===== config.mk =====
export PLATFORM = sky130hd
export DESIGN_NAME = paillier_encrypt_decrypt
export DESIGN_NICKNAME = d
export VERILOG_FILES = /design/src/paillier_pkg.sv /design/src/paillier_mulmod.sv /design/src/paillier_ctrl.sv /design/src/paillier_dpath.sv /design/src/paillier_encrypt_decrypt.sv
export VERILOG_INCLUDE_DIRS = /design/src /design/src/src
export SDC_FILE = /design/constraint.sdc
export NUM_CORES = 2
export LEC_CHECK = 0
export ABC_AREA = 1
export BUFFER_PORTS_ARGS = -buffer_cell sky130_fd_sc_hd__buf_4
export CAP_MARGIN = 20
export CORE_UTILIZATION = 55
export DETAILED_ROUTE_END_ITERATION = 7
export GPL_TIMING_DRIVEN = 0
export PLACE_DENSITY = 0.74
export SYNTH_ARGS = -nofsm -noshare
export SYNTH_HDL_FRONTEND = slang
export SYNTH_HIERARCHICAL = 1
export SYNTH_SLANG_ARGS = --single-unit

===== constraint.sdc =====
create_clock -name clock -period 15.3 [get_ports clock]
set_input_delay 3.06 -clock clock [delete_from_list [all_inputs] [get_ports clock]]
set_output_delay 3.06 -clock clock [all_outputs]
set_load 0.02 [all_outputs]

===== src/paillier_encrypt_decrypt_assert.svh =====
// ----------------------------------------------------------------------------
// Paillier engine assertion macros
// Concurrent assertion wrappers, empty when building for synthesis.
// ----------------------------------------------------------------------------
`ifndef PAILLIER_ENCRYPT_DECRYPT_ASSERT_SVH
`define PAILLIER_ENCRYPT_DECRYPT_ASSERT_SVH

`ifndef SYNTHESIS
// same-cycle implication
`define PAILLIER_ASSERT_IMPL(name, clk, rst, ante, cons, msg) \
   name: assert property (@(posedge clk) disable iff (rst) (ante) |-> (cons)) else $error(msg);
// next-cycle implication
`define PAILLIER_ASSERT_NEXT(name, clk, rst, ante, cons, msg) \
   name: assert property (@(posedge clk) disable iff (rst) (ante) |=> (cons)) else $error(msg);
`else
`define PAILLIER_ASSERT_IMPL(name, clk, rst, ante, cons, msg)
`define PAILLIER_ASSERT_NEXT(name, clk, rst, ante, cons, msg)
`endif

`endif


===== src/paillier_pkg.sv =====
// ----------------------------------------------------------------------------
// Paillier engine package
// Shared widths, codes and controller/datapath interface types.
// ----------------------------------------------------------------------------
package paillier_pkg;

   localparam int MOD_BITS_DEF = 16;
   localparam int CFG_W        = 16;
   localparam int IN_W         = 16;
   localparam int CIPH_W       = 32;
   localparam int RES_W        = 32;
   localparam int ST_W         = 2;
   localparam int CSR_IDX_W    = 2;

   // register indexes
   localparam logic [CSR_IDX_W-1:0] CSR_MODULUS = 2'd0;
   localparam logic [CSR_IDX_W-1:0] CSR_LAMBDA  = 2'd1;
   localparam logic [CSR_IDX_W-1:0] CSR_MU      = 2'd2;

   // operation codes
   localparam logic OP_ENCRYPT = 1'b0;
   localparam logic OP_DECRYPT = 1'b1;

   // status codes
   localparam logic [ST_W-1:0] ST_OK         = 2'd0;
   localparam logic [ST_W-1:0] ST_BAD_PLAIN  = 2'd1;
   localparam logic [ST_W-1:0] ST_BAD_RANDOM = 2'd2;

   typedef enum logic [2:0] {
      X_PACC, X_BASE, X_ONE, X_T, X_Q
   } x_sel_type;

   typedef enum logic [2:0] {
      Y_BASE, Y_PACC, Y_CIPH, Y_PACCM1, Y_MU
   } y_sel_type;

   typedef enum logic {
      M_NSQ, M_N
   } m_sel_type;

   typedef enum logic [1:0] {
      D_NONE, D_PACC, D_BASE, D_RES
   } dst_type;

   typedef enum logic [1:0] {
      INIT_NONE, INIT_ENC_M, INIT_ENC_R, INIT_DEC
   } init_type;

   typedef struct packed {
      logic      load;
      init_type  init_sel;
      logic      mul_go;
      x_sel_type x_sel;
      y_sel_type y_sel;
      m_sel_type m_sel;
      dst_type   dst;
      logic      shift_exp;
      logic      out_load;
   } cmd_type;

   typedef struct packed {
      logic mul_done;
      logic exp_zero;
      logic exp_lsb;
      logic is_dec;
      logic flag_m;
      logic flag_r;
      logic n_small;
   } sts_type;

endpackage


===== src/paillier_mulmod.sv =====
// ----------------------------------------------------------------------------
// Paillier modular product unit
// Computes x * y mod m by MSB-first double-and-add, a double step and an add step per bit of y,
// and collects the quotient bits so that x = 1 yields y / m as well.
// ----------------------------------------------------------------------------
module paillier_mulmod
   import paillier_pkg::*;
#(
   parameter int MOD_BITS = MOD_BITS_DEF
) (
   input  logic                  clock,
   input  logic                  reset,
   input  logic                  start,
   input  logic [2*MOD_BITS-1:0] op_x,
   input  logic [((2*MOD_BITS > CIPH_W) ? 2*MOD_BITS : CIPH_W)-1:0] op_y,
   input  logic [2*MOD_BITS-1:0] op_m,
   output logic                  done,
   output logic [2*MOD_BITS-1:0] acc,
   output logic [MOD_BITS-1:0]   quot
);

   localparam int SW    = 2 * MOD_BITS;
   localparam int XW    = (SW > CIPH_W) ? SW : CIPH_W;
   localparam int CNT_W = $clog2(XW);

   logic             busy_ff, busy_in;
   logic             ph_ff, ph_in;
   logic [CNT_W-1:0] cnt_ff, cnt_in;
   logic [SW-1:0]    acc_ff, acc_in;
   logic [SW-1:0]    x_ff, x_in;
   logic [XW-1:0]    y_ff, y_in;
   logic [MOD_BITS-1:0] q_ff, q_in;
   logic             sub_ff, sub_in;
   logic             done_ff, done_in;
   logic [SW:0]      dbl, sum;
   logic             ge_d, ge_s, last;

   // double and add candidates
   assign dbl  = {acc_ff, 1'b0};
   assign sum  = {1'b0, acc_ff} + {1'b0, x_ff};
   assign ge_d = dbl >= {1'b0, op_m};
   assign ge_s = y_ff[XW-1] && (sum >= {1'b0, op_m});
   assign last = busy_ff && ph_ff && (cnt_ff == CNT_W'(XW - 1));

   // advance one half-step per cycle
   always_comb begin
      busy_in = busy_ff;
      ph_in   = ph_ff;
      cnt_in  = cnt_ff;
      acc_in  = acc_ff;
      x_in    = x_ff;
      y_in    = y_ff;
      q_in    = q_ff;
      sub_in  = sub_ff;
      done_in = last;
      if (start) begin
         busy_in = 1'b1;
         ph_in   = 1'b0;
         cnt_in  = '0;
         acc_in  = '0;
         x_in    = op_x;
         y_in    = op_y;
         q_in    = '0;
         sub_in  = 1'b0;
      end else if (busy_ff) begin
         if (!ph_ff) begin
            acc_in = ge_d ? SW'(dbl - {1'b0, op_m}) : dbl[SW-1:0];
            sub_in = ge_d;
            ph_in  = 1'b1;
         end else begin
            if (y_ff[XW-1]) begin
               acc_in = ge_s ? SW'(sum - {1'b0, op_m}) : sum[SW-1:0];
            end
            q_in   = {q_ff[MOD_BITS-2:0], sub_ff | ge_s};
            y_in   = {y_ff[XW-2:0], 1'b0};
            cnt_in = cnt_ff + 1'b1;
            ph_in  = 1'b0;
            if (last) begin
               busy_in = 1'b0;
            end
         end
      end
   end

   always_ff @(posedge clock) begin
      if (reset) begin
         busy_ff <= 1'b0;
         ph_ff   <= 1'b0;
         cnt_ff  <= '0;
         done_ff <= 1'b0;
      end else begin
         busy_ff <= busy_in;
         ph_ff   <= ph_in;
         cnt_ff  <= cnt_in;
         done_ff <= done_in;
      end
   end

   always_ff @(posedge clock) begin
      acc_ff <= acc_in;
      x_ff   <= x_in;
      y_ff   <= y_in;
      q_ff   <= q_in;
      sub_ff <= sub_in;
   end

   assign done = done_ff;
   assign acc  = acc_ff;
   assign quot = q_ff;

endmodule


===== src/paillier_ctrl.sv =====
// ----------------------------------------------------------------------------
// Paillier engine controller
// Sequences range checks, the exponentiations and the final products.
// ----------------------------------------------------------------------------
`include "paillier_encrypt_decrypt_assert.svh"

module paillier_ctrl
   import paillier_pkg::*;
(
   input  logic    clock,
   input  logic    reset,
   input  logic    req_valid,
   output logic    req_stall,
   output logic    rsp_valid,
   input  logic    rsp_stall,
   output cmd_type cmd,
   input  sts_type sts
);

   typedef enum logic [8:0] {
      S_IDLE  = 9'b000000001,
      S_CHECK = 9'b000000010,
      S_POW   = 9'b000000100,
      S_PMUL  = 9'b000001000,
      S_PSQR  = 9'b000010000,
      S_RED   = 9'b000100000,
      S_DIV   = 9'b001000000,
      S_FIN   = 9'b010000000,
      S_DONE  = 9'b100000000
   } state_type;

   typedef enum logic [1:0] {
      PH_ENC_M, PH_ENC_R, PH_DEC
   } phase_type;

   state_type state_ff, state_in;
   phase_type ph_ff, ph_in;
   logic      rsp_valid_ff, rsp_valid_in;

   // next state and datapath commands
   always_comb begin
      state_in      = state_ff;
      ph_in         = ph_ff;
      cmd.load      = 1'b0;
      cmd.init_sel  = INIT_NONE;
      cmd.mul_go    = 1'b0;
      cmd.x_sel     = X_PACC;
      cmd.y_sel     = Y_BASE;
      cmd.m_sel     = M_NSQ;
      cmd.dst       = D_NONE;
      cmd.shift_exp = 1'b0;
      cmd.out_load  = 1'b0;
      case (state_ff)
         S_IDLE: begin
            if (req_valid) begin
               cmd.load = 1'b1;
               state_in = S_CHECK;
            end
         end
         S_CHECK: begin
            if (sts.is_dec) begin
               if (sts.n_small) begin
                  state_in = S_DONE;
               end else begin
                  // reduce the ciphertext modulo n squared
                  cmd.mul_go   = 1'b1;
                  cmd.x_sel    = X_ONE;
                  cmd.y_sel    = Y_CIPH;
                  cmd.dst      = D_BASE;
                  cmd.init_sel = INIT_DEC;
                  ph_in        = PH_DEC;
                  state_in     = S_RED;
               end
            end else if (sts.flag_m || sts.flag_r) begin
               state_in = S_DONE;
            end else begin
               cmd.init_sel = INIT_ENC_M;
               ph_in        = PH_ENC_M;
               state_in     = S_POW;
            end
         end
         S_POW: begin
            if (!sts.exp_zero) begin
               cmd.mul_go = 1'b1;
               if (sts.exp_lsb) begin
                  cmd.x_sel = X_PACC;
                  cmd.dst   = D_PACC;
                  state_in  = S_PMUL;
               end else begin
                  cmd.x_sel = X_BASE;
                  cmd.dst   = D_BASE;
                  state_in  = S_PSQR;
               end
            end else begin
               case (ph_ff)
                  PH_ENC_M: begin
                     cmd.init_sel = INIT_ENC_R;
                     ph_in        = PH_ENC_R;
                  end
                  PH_ENC_R: begin
                     cmd.mul_go = 1'b1;
                     cmd.x_sel  = X_T;
                     cmd.y_sel  = Y_PACC;
                     cmd.dst    = D_RES;
                     state_in   = S_FIN;
                  end
                  default: begin
                     // quotient of (u - 1) by n
                     cmd.mul_go = 1'b1;
                     cmd.x_sel  = X_ONE;
                     cmd.y_sel  = Y_PACCM1;
                     cmd.m_sel  = M_N;
                     state_in   = S_DIV;
                  end
               endcase
            end
         end
         S_PMUL: begin
            if (sts.mul_done) begin
               cmd.mul_go = 1'b1;
               cmd.x_sel  = X_BASE;
               cmd.dst    = D_BASE;
               state_in   = S_PSQR;
            end
         end
         S_PSQR: begin
            if (sts.mul_done) begin
               cmd.shift_exp = 1'b1;
               state_in      = S_POW;
            end
         end
         S_RED: begin
            if (sts.mul_done) begin
               state_in = S_POW;
            end
         end
         S_DIV: begin
            if (sts.mul_done) begin
               cmd.mul_go = 1'b1;
               cmd.x_sel  = X_Q;
               cmd.y_sel  = Y_MU;
               cmd.m_sel  = M_N;
               cmd.dst    = D_RES;
               state_in   = S_FIN;
            end
         end
         S_FIN: begin
            if (sts.mul_done) begin
               state_in = S_DONE;
            end
         end
         S_DONE: begin
            if (!rsp_valid_ff || !rsp_stall) begin
               cmd.out_load = 1'b1;
               state_in     = S_IDLE;
            end
         end
         default: begin
            state_in = S_IDLE;
         end
      endcase
   end

   // hold the result until taken
   always_comb begin
      rsp_valid_in = rsp_valid_ff;
      if (rsp_valid_ff && !rsp_stall) begin
         rsp_valid_in = 1'b0;
      end
      if (cmd.out_load) begin
         rsp_valid_in = 1'b1;
      end
   end

   always_ff @(posedge clock) begin
      if (reset) begin
         state_ff     <= S_IDLE;
         ph_ff        <= PH_ENC_M;
         rsp_valid_ff <= 1'b0;
      end else begin
         state_ff     <= state_in;
         ph_ff        <= ph_in;
         rsp_valid_ff <= rsp_valid_in;
      end
   end

   assign req_stall = (state_ff != S_IDLE);
   assign rsp_valid = rsp_valid_ff;

   `PAILLIER_ASSERT_NEXT(a_accept_check, clock, reset, req_valid && !req_stall, state_ff == S_CHECK, "accepted transaction did not start range check")
   `PAILLIER_ASSERT_IMPL(a_done_in_wait, clock, reset, sts.mul_done, state_ff == S_PMUL || state_ff == S_PSQR || state_ff == S_RED || state_ff == S_DIV || state_ff == S_FIN, "product finished outside a wait state")
   `PAILLIER_ASSERT_NEXT(a_load_shows, clock, reset, cmd.out_load, rsp_valid, "loaded result not presented")

endmodule


===== src/paillier_dpath.sv =====
// ----------------------------------------------------------------------------
// Paillier engine datapath
// Key registers, captured transaction, exponent and accumulator registers,
// the modular product unit and the result register.
// ----------------------------------------------------------------------------
module paillier_dpath
   import paillier_pkg::*;
#(
   parameter int MOD_BITS = MOD_BITS_DEF
) (
   input  logic                 clock,
   input  logic                 reset,
   input  logic                 csr_we,
   input  logic [CSR_IDX_W-1:0] csr_index,
   input  logic [CFG_W-1:0]     csr_data,
   input  logic                 req_operation,
   input  logic [IN_W-1:0]      req_plaintext,
   input  logic [IN_W-1:0]      req_random_factor,
   input  logic [CIPH_W-1:0]    req_cipher_in,
   input  cmd_type              cmd,
   output sts_type              sts,
   output logic [RES_W-1:0]     rsp_result_value,
   output logic [ST_W-1:0]      rsp_status
);

   localparam int SW = 2 * MOD_BITS;
   localparam int XW = (SW > CIPH_W) ? SW : CIPH_W;

   logic [MOD_BITS-1:0] mod_ff, lam_key_ff, mu_key_ff;
   logic                op_ff;
   logic [MOD_BITS-1:0] pt_ff, rf_ff, n_ff, lam_ff, mu_ff, exp_ff;
   logic [CIPH_W-1:0]   c_ff;
   logic [SW-1:0]       nsq_ff, pacc_ff, base_ff, t_ff, res_ff;
   m_sel_type           m_sel_ff;
   dst_type             dst_ff;
   logic [RES_W-1:0]    rsp_value_ff;
   logic [ST_W-1:0]     rsp_status_ff, status_in;
   logic [SW-1:0]       op_x, op_m, mm_acc;
   logic [XW-1:0]       op_y;
   logic [MOD_BITS-1:0] mm_quot;
   logic                mm_done;

   // key registers
   always_ff @(posedge clock) begin
      if (reset) begin
         mod_ff     <= MOD_BITS'(143);
         lam_key_ff <= MOD_BITS'(60);
         mu_key_ff  <= MOD_BITS'(31);
      end else if (csr_we) begin
         case (csr_index)
            CSR_MODULUS: mod_ff     <= MOD_BITS'(csr_data);
            CSR_LAMBDA:  lam_key_ff <= MOD_BITS'(csr_data);
            CSR_MU:      mu_key_ff  <= MOD_BITS'(csr_data);
            default: begin
            end
         endcase
      end
   end

   // operand selection for the product unit
   always_comb begin
      case (cmd.x_sel)
         X_PACC:  op_x = pacc_ff;
         X_BASE:  op_x = base_ff;
         X_ONE:   op_x = SW'(1);
         X_T:     op_x = t_ff;
         X_Q:     op_x = SW'(mm_quot);
         default: op_x = '0;
      endcase
      case (cmd.y_sel)
         Y_BASE:   op_y = XW'(base_ff);
         Y_PACC:   op_y = XW'(pacc_ff);
         Y_CIPH:   op_y = XW'(c_ff);
         Y_PACCM1: op_y = (pacc_ff == '0) ? '0 : XW'(pacc_ff - SW'(1));
         Y_MU:     op_y = XW'(mu_ff);
         default:  op_y = '0;
      endcase
      op_m = (m_sel_ff == M_NSQ) ? nsq_ff : SW'(n_ff);
   end

   paillier_mulmod #(
      .MOD_BITS (MOD_BITS)
   ) u_mulmod (
      .clock (clock),
      .reset (reset),
      .start (cmd.mul_go),
      .op_x  (op_x),
      .op_y  (op_y),
      .op_m  (op_m),
      .done  (mm_done),
      .acc   (mm_acc),
      .quot  (mm_quot)
   );

   // capture, exponent and accumulator registers
   always_ff @(posedge clock) begin
      nsq_ff <= SW'(n_ff) * SW'(n_ff);
      if (cmd.load) begin
         op_ff  <= req_operation;
         pt_ff  <= MOD_BITS'(req_plaintext);
         rf_ff  <= MOD_BITS'(req_random_factor);
         c_ff   <= req_cipher_in;
         n_ff   <= mod_ff;
         lam_ff <= lam_key_ff;
         mu_ff  <= mu_key_ff;
         res_ff <= '0;
      end
      case (cmd.init_sel)
         INIT_ENC_M: begin
            pacc_ff <= SW'(1);
            base_ff <= SW'(n_ff) + SW'(1);
            exp_ff  <= pt_ff;
         end
         INIT_ENC_R: begin
            t_ff    <= pacc_ff;
            pacc_ff <= SW'(1);
            base_ff <= SW'(rf_ff);
            exp_ff  <= n_ff;
         end
         INIT_DEC: begin
            pacc_ff <= SW'(1);
            exp_ff  <= lam_ff;
         end
         default: begin
         end
      endcase
      if (cmd.shift_exp) begin
         exp_ff <= exp_ff >> 1;
      end
      if (cmd.mul_go) begin
         m_sel_ff <= cmd.m_sel;
         dst_ff   <= cmd.dst;
      end
      // write back a finished product
      if (mm_done) begin
         case (dst_ff)
            D_PACC:  pacc_ff <= mm_acc;
            D_BASE:  base_ff <= mm_acc;
            D_RES:   res_ff  <= mm_acc;
            default: begin
            end
         endcase
      end
      if (cmd.out_load) begin
         rsp_value_ff  <= RES_W'(res_ff);
         rsp_status_ff <= status_in;
      end
   end

   // flags and status code
   always_comb begin
      sts.mul_done = mm_done;
      sts.exp_zero = (exp_ff == '0);
      sts.exp_lsb  = exp_ff[0];
      sts.is_dec   = (op_ff == OP_DECRYPT);
      sts.flag_m   = (pt_ff >= n_ff);
      sts.flag_r   = (rf_ff == '0) || (rf_ff >= n_ff);
      sts.n_small  = (n_ff[MOD_BITS-1:1] == '0);
      if (sts.is_dec) begin
         status_in = ST_OK;
      end else if (sts.flag_m) begin
         status_in = ST_BAD_PLAIN;
      end else if (sts.flag_r) begin
         status_in = ST_BAD_RANDOM;
      end else begin
         status_in = ST_OK;
      end
   end

   assign rsp_result_value = rsp_value_ff;
   assign rsp_status       = rsp_status_ff;

endmodule


===== src/paillier_encrypt_decrypt.sv =====
// A checked-out or degenerate transaction runs no products and only waits for the output.
// Each modular product runs in the shared product unit.
// Encrypt runs about 2*(bits(m)+bits(n))+1 products, decrypt 2*bits(lambda)+3 products.
// One transaction is worked at a time.
// Synchronous reset clears control state and loads keys n = 143, lambda = 60, mu = 31.
// ----------------------------------------------------------------------------
// Paillier encrypt/decrypt engine
// Top level: key port, request/response channels, controller and datapath.
// ----------------------------------------------------------------------------
module paillier_encrypt_decrypt
   import paillier_pkg::*;
#(
   parameter int MOD_BITS = MOD_BITS_DEF
) (
   input  logic                 clock,
   input  logic                 reset,
   input  logic                 csr_valid,
   output logic                 csr_ready,
   input  logic [CSR_IDX_W-1:0] csr_index,
   input  logic [CFG_W-1:0]     csr_data,
   input  logic                 req_valid,
   output logic                 req_stall,
   input  logic                 req_operation,
   input  logic [IN_W-1:0]      req_plaintext,
   input  logic [IN_W-1:0]      req_random_factor,
   input  logic [CIPH_W-1:0]    req_cipher_in,
   output logic                 rsp_valid,
   input  logic                 rsp_stall,
   output logic [RES_W-1:0]     rsp_result_value,
   output logic [ST_W-1:0]      rsp_status
);

   cmd_type cmd;
   sts_type sts;

   // key writes are always taken
   assign csr_ready = 1'b1;

   paillier_ctrl u_ctrl (
      .clock     (clock),
      .reset     (reset),
      .req_valid (req_valid),
      .req_stall (req_stall),
      .rsp_valid (rsp_valid),
      .rsp_stall (rsp_stall),
      .cmd       (cmd),
      .sts       (sts)
   );

   paillier_dpath #(
      .MOD_BITS (MOD_BITS)
   ) u_dpath (
      .clock             (clock),
      .reset             (reset),
      .csr_we            (csr_valid && csr_ready),
      .csr_index         (csr_index),
      .csr_data          (csr_data),
      .req_operation     (req_operation),
      .req_plaintext     (req_plaintext),
      .req_random_factor (req_random_factor),
      .req_cipher_in     (req_cipher_in),
      .cmd               (cmd),
      .sts               (sts),
      .rsp_result_value  (rsp_result_value),
      .rsp_status        (rsp_status)
   );

endmodule


Yosys cells after proc, flatten, opt, wreduce, memory -nomap -nowiden
Index checks and enable logic that the tools add are counted.
Widths: inputs -> output; s select.
- mux-type cells: 80
- reduce and logical (&&, ||, !) cells: 37
- $mul: 1
- magnitude comparators: 4
- $add $sub $neg: 6
- shift-type cells: 0
- divide/modulo/power cells: 0
- bitwise operators: 2
- eq/ne operators: 40
- operators by type and width (cell ; number):
    $mux 32 ; 17
    $pmux 32 s5 ; 2
    $mux 9 ; 11
    $pmux 9 s8 ; 1
    $ge 33x32->1 ; 2
    $pmux 32 s2 ; 1
    $sub 32x32->32 ; 2
    $pmux 16 s3 ; 1
    $add 32x32->33 ; 1
    $ge 16x16->1 ; 2
    $logic_not 16->1 ; 2
    $logic_not 32->1 ; 1
    $mul 16x16->32 ; 1
    $sub 32x1->32 const B ; 1
    $mux 2 ; 15
    $pmux 9 s2 ; 1
    $add 16x1->17 const B ; 1
    $mux 1 ; 17
    $pmux 4 s4 ; 1
    $logic_not 15->1 ; 1
    $mux 15 ; 1
    $ne 2x1->1 const B ; 7
    $pmux 7 s2 ; 1
    $reduce_and 2->1 ; 7
    other kinds (42) ; 73
- latch bits: 0
- input port bits: 88
- memories: 0
- memory bits (read-only): 0
- register bits: 507
- memory bits (writable): 0
- word-level logic and storage cells: 204
- output and inout bits: 37

Logic depth before layout (Yosys ltp)
- depth in word-level cells: 11
- mapped depth: 29
- depth with buffers taken out: 28

Modules after synthesis
Netlist, hierarchy kept.
- modules (own cells, without submodules) (module ; seq. area each (µm²) ; area each (µm²) ; instances ; cells an instance):
    paillier_dpath ; 9439.1 ; 23986.8 ; 1 ; 2771
    paillier_mulmod ; 3062.9 ; 12233.0 ; 1 ; 1938
    paillier_ctrl ; 240.2 ; 1117.3 ; 1 ; 193
    paillier_encrypt_decrypt ; 0.0 ; 11.3 ; 1 ; 2

Worst setup path before layout
No wires, ideal clock.
- path type: input-to-reg
- start: input req_valid
- end: register u_dpath.res_ff[0]
- slack: 6.214 ns
- stages: 6
- library setup time: 0.128 ns
- data required time: 15.172 ns
- buffers on the path: 1
- arrival time: 8.958 ns
- path through: inv_1 -> nor2_1 -> inv_1 -> buf_1 -> nand3_1 -> o21ai_0
- RTL lines (element ; RTL line ; source):
    from (decl) ; paillier_encrypt_decrypt.sv:21 ; input logic req_valid,
    to (signal assigned) ; paillier_dpath.sv:139 ; D_RES: res_ff <= mm_acc;
    to (decl) ; paillier_dpath.sv:33 ; logic [SW-1:0] nsq_ff, pacc_ff, base_ff, t_ff, res_ff;

Worst setup path in the final report
- start: register u_dpath.n_ff[15]
- end: register u_dpath.nsq_ff[24]
- cells in the longest elaborated chain, start to end: 1
- RTL lines (element ; RTL line ; source):
    from (decl) ; paillier_dpath.sv:31 ; logic [MOD_BITS-1:0] pt_ff, rf_ff, n_ff, lam_ff, mu_ff, exp_ff;
    from (signal assigned) ; paillier_dpath.sv:103 ; n_ff <= mod_ff;
    $mul 16x16->32 ; paillier_dpath.sv:97 ; nsq_ff <= SW'(n_ff) * SW'(n_ff);
    to (signal assigned) ; paillier_dpath.sv:97 ;
    to (decl) ; paillier_dpath.sv:33 ;
Every way passes these cells.
A chain may end at the register's enable or synchronous reset.

==> metrics <==
Post-Synthesis Cells 4904; crit path cell chain clkbuf_1 -> clkbuf_1 -> nand2_1 -> fa_1 -> inv_1 -> fa_1 -> fa_1 -> fa_1 -> fa_1 -> inv_1 -> fa_1 -> inv_1 -> ha_1 -> nand2_1 -> nor2_1 -> inv_1 -> nor3_1 -> nand4_1 -> nand4_1 -> nand2_1; Net count, final 5584; drt first-iter violations 3805; fillers 6232; Detail Route Antenna Nets 0; CTS Buffer Depth 3; fin crit share 43.9%; root buffer cell clkbuf_16; R2R setup slack 8590 ps; R2R cell count 20; Arrival @ worst endpoint 7190 ps; clk sinks 506; r2r startpoint u_dpath/n_ff[15]; postcts setup bufs 0; outcome finished, final reports clean; fin crit period 6710 ps; CTS Buf Count 54; # IOs 125; antenna violations before repair 2; Synth-to-Final Area Change 10.6%; post-cts gate resize count 0; register area share after synthesis 34.1%; Core Region 0.0672 mm²; width of the die 263 µm; HP Class reg -> reg; Hold EP u_dpath/mu_ff[12]; FMAX 0.149 GHz; Synth Area per Inst 7.62 µm²; DR WL/cell 20.1 µm; routed wire length 121000 µm; H-tree depth 2; share of cells above drive strength 1 7.92%; skew final 49.3 ps; Worst-Margin Slew 1150 ps; Total GRT Usage 34.6%; CP Class reg -> reg; most frequent cells in the layout nand2_1 (1122), inv_1 (861), nor2_1 (448); gpl congestion 1.03; RSZ-0062 raised after global routing no; DRC 0; port bufs 123; Worst Hold Depth 0; crit-path max FO 10; final setup vio count 0; crit path capture type register; Critical Path RT 15780 ps; Post-synth top flop edfxtp_1; Reg area 0.0127 mm²; Hold Vio Cnt, Final 0; area of the multi-input gates 0.0205 mm²; Via density 5.65; Skew-Pair Late Insertion Delay 640 ps; Overflow after GRT 0; commonest non-fill, non-tap cell in the layout nand2_1; CTS tree done; Cell Rows 95; HPWL Detailed 98000 µm; mapped cell area 0.0373 mm²; Clock transition at path regs 60 ps; min-delay src u_dpath/mu_key_ff[12]; Die H 263 µm; number of flops mapped to enable cells by yosys 261; drt first pass iters 8; pins over their slew limit 0; CTS hold repair buffers 0; initial core utilization 55.6%; first-pass GRT wire length 183000 µm; Vias 33927; CP Launch Type register; slowest cell delay on critical path 680 ps; YS warnings 6; Die ar. 0.0690 mm²; worst reg2reg path endpoint u_dpath/nsq_ff[24]; antenna cells 0; pin count of the biggest net entering global routing 38; CP max-delay cell clkbuf_1; Syn Nets 5398; Yosys reg bits 506; max_cap viols 0; most used cell along the critical path fa_1; worst rel slew slack 22.6%; synth unique cells 63; Post-synth ARST share 0%; vias in the first global route 32061; setup TNS 0 ps
==> registers in the layout, summed over array words and instances, names as in the netlist, 31 cells and up <==
| register | cells |
|---|---|
| u_dpath/res_ff | 32 |
| u_dpath/rsp_result_value | 32 |
| u_dpath/nsq_ff | 31 |
| u_dpath/u_mulmod/y_ff | 32 |
| u_dpath/pacc_ff | 32 |
| u_dpath/c_ff | 32 |
| u_dpath/base_ff | 32 |
| u_dpath/u_mulmod/x_ff | 32 |
| u_dpath/t_ff | 32 |
| u_dpath/u_mulmod/acc | 32 |
==> per-layer routing <==
metal  track usage (%)  vias to the layer above  wire (µm)
met4              15.5                        2       5970
met2              54.3                     1568      53600
met3              4.82                      315      10200
li1                  -                    16154          -
met1              47.6                    15888      51300
met5                 0                        -         10
==> stage by stage <==
stage                     util (%)  instances  instance area (µm²)  setup WS [ps]  hold WS, ps
after CTS                     61.5       6009                41300           8660          426
final                         61.5       6009                41300           8590          426
after detailed placement      58.8       5907                39500           8740          410
after global routing          61.5       6009                41300           8230          430
after global placement        58.6       5900                39400           3250          409
after floorplan                  -       4904                37300           6210          403
==> how the worst max path moves through the flow <==
stage / start / endpoint / slack, ps / cells after the start
after floorplan: req_valid / u_dpath/res_ff[0] / 6210 / 6
after global placement: req_valid / u_dpath/res_ff[0] / 3250 / 7
after detailed placement: u_dpath/n_ff[15] / u_dpath/nsq_ff[24] / 8740 / 20
after CTS: u_dpath/n_ff[15] / u_dpath/nsq_ff[24] / 8660 / 20
after global routing: u_dpath/n_ff[15] / u_dpath/nsq_ff[24] / 8230 / 20
final: u_dpath/n_ff[15] / u_dpath/nsq_ff[24] / 8590 / 20
==> cells in the mapped netlist, drive strengths merged (6+ instances only) <==
| master | number | area share [%] |
|---|---|---|
| xor2 | 72 | 1.7 |
| ha | 239 | 8.0 |
| a32o | 15 | 0.40 |
| nand4 | 58 | 0.97 |
| buf | 76 | 1.4 |
| dfxtp | 245 | 13 |
| and2 | 6 | 0.10 |
| fa | 167 | 9.0 |
| nand2 | 1149 | 12 |
| o21a | 6 | 0.12 |
| xnor2 | 29 | 0.68 |
| a21oi | 253 | 3.4 |
| nor4 | 10 | 0.17 |
| o211ai | 16 | 0.42 |
| or2 | 20 | 0.34 |
| o21ai | 294 | 4.0 |
| o221ai | 13 | 0.30 |
| a221oi | 27 | 0.63 |
| a21o | 12 | 0.24 |
| nand3 | 360 | 5.0 |
| inv | 875 | 8.8 |
| nand3b | 18 | 0.36 |
| o21bai | 22 | 0.44 |
| nor3 | 35 | 0.53 |
| nor2 | 488 | 5.3 |
| edfxtp | 261 | 21 |
| clkbuf | 87 | 0.88 |
| o22ai | 27 | 0.45 |
==> logic make-up after synthesis <==
family	Yosys count	share of synthesized area, %
AND/OR/NAND/NOR	2147	24.6
flip-flops	506	34.1
buffers and inverters	1041	11.1
adder cells (fa/ha/maj)	406	17.0
other	1	0.0100
XOR/XNOR	101	2.37
AO/OA/AOI/OAI	702	10.8
==> worst max-delay path, delay by kind of cell, from the launching register on <==
| kind | cells | cell delay (ps) |
|---|---|---|
| adders and majority gates | 7 | 3640 |
| buffers and inverters | 6 | 1470 |
| DFF | 1 | 320 |
| and+or+nand+nor | 7 | 1130 |
==> area by class of cell <==
class                      instances  area share [%]
multi-input combinational       3357            49.5
inverter                         878            7.98
tap                              873            2.64
clock inverter                    29           0.706
clock buffer                      73            3.70
sequential                       506            30.8
buffer                           163            2.05
timing repair buffer             130            2.54
Power is not shown: default switching activity piles up to over one toggle a cycle in this logic, so the estimate is an artifact.
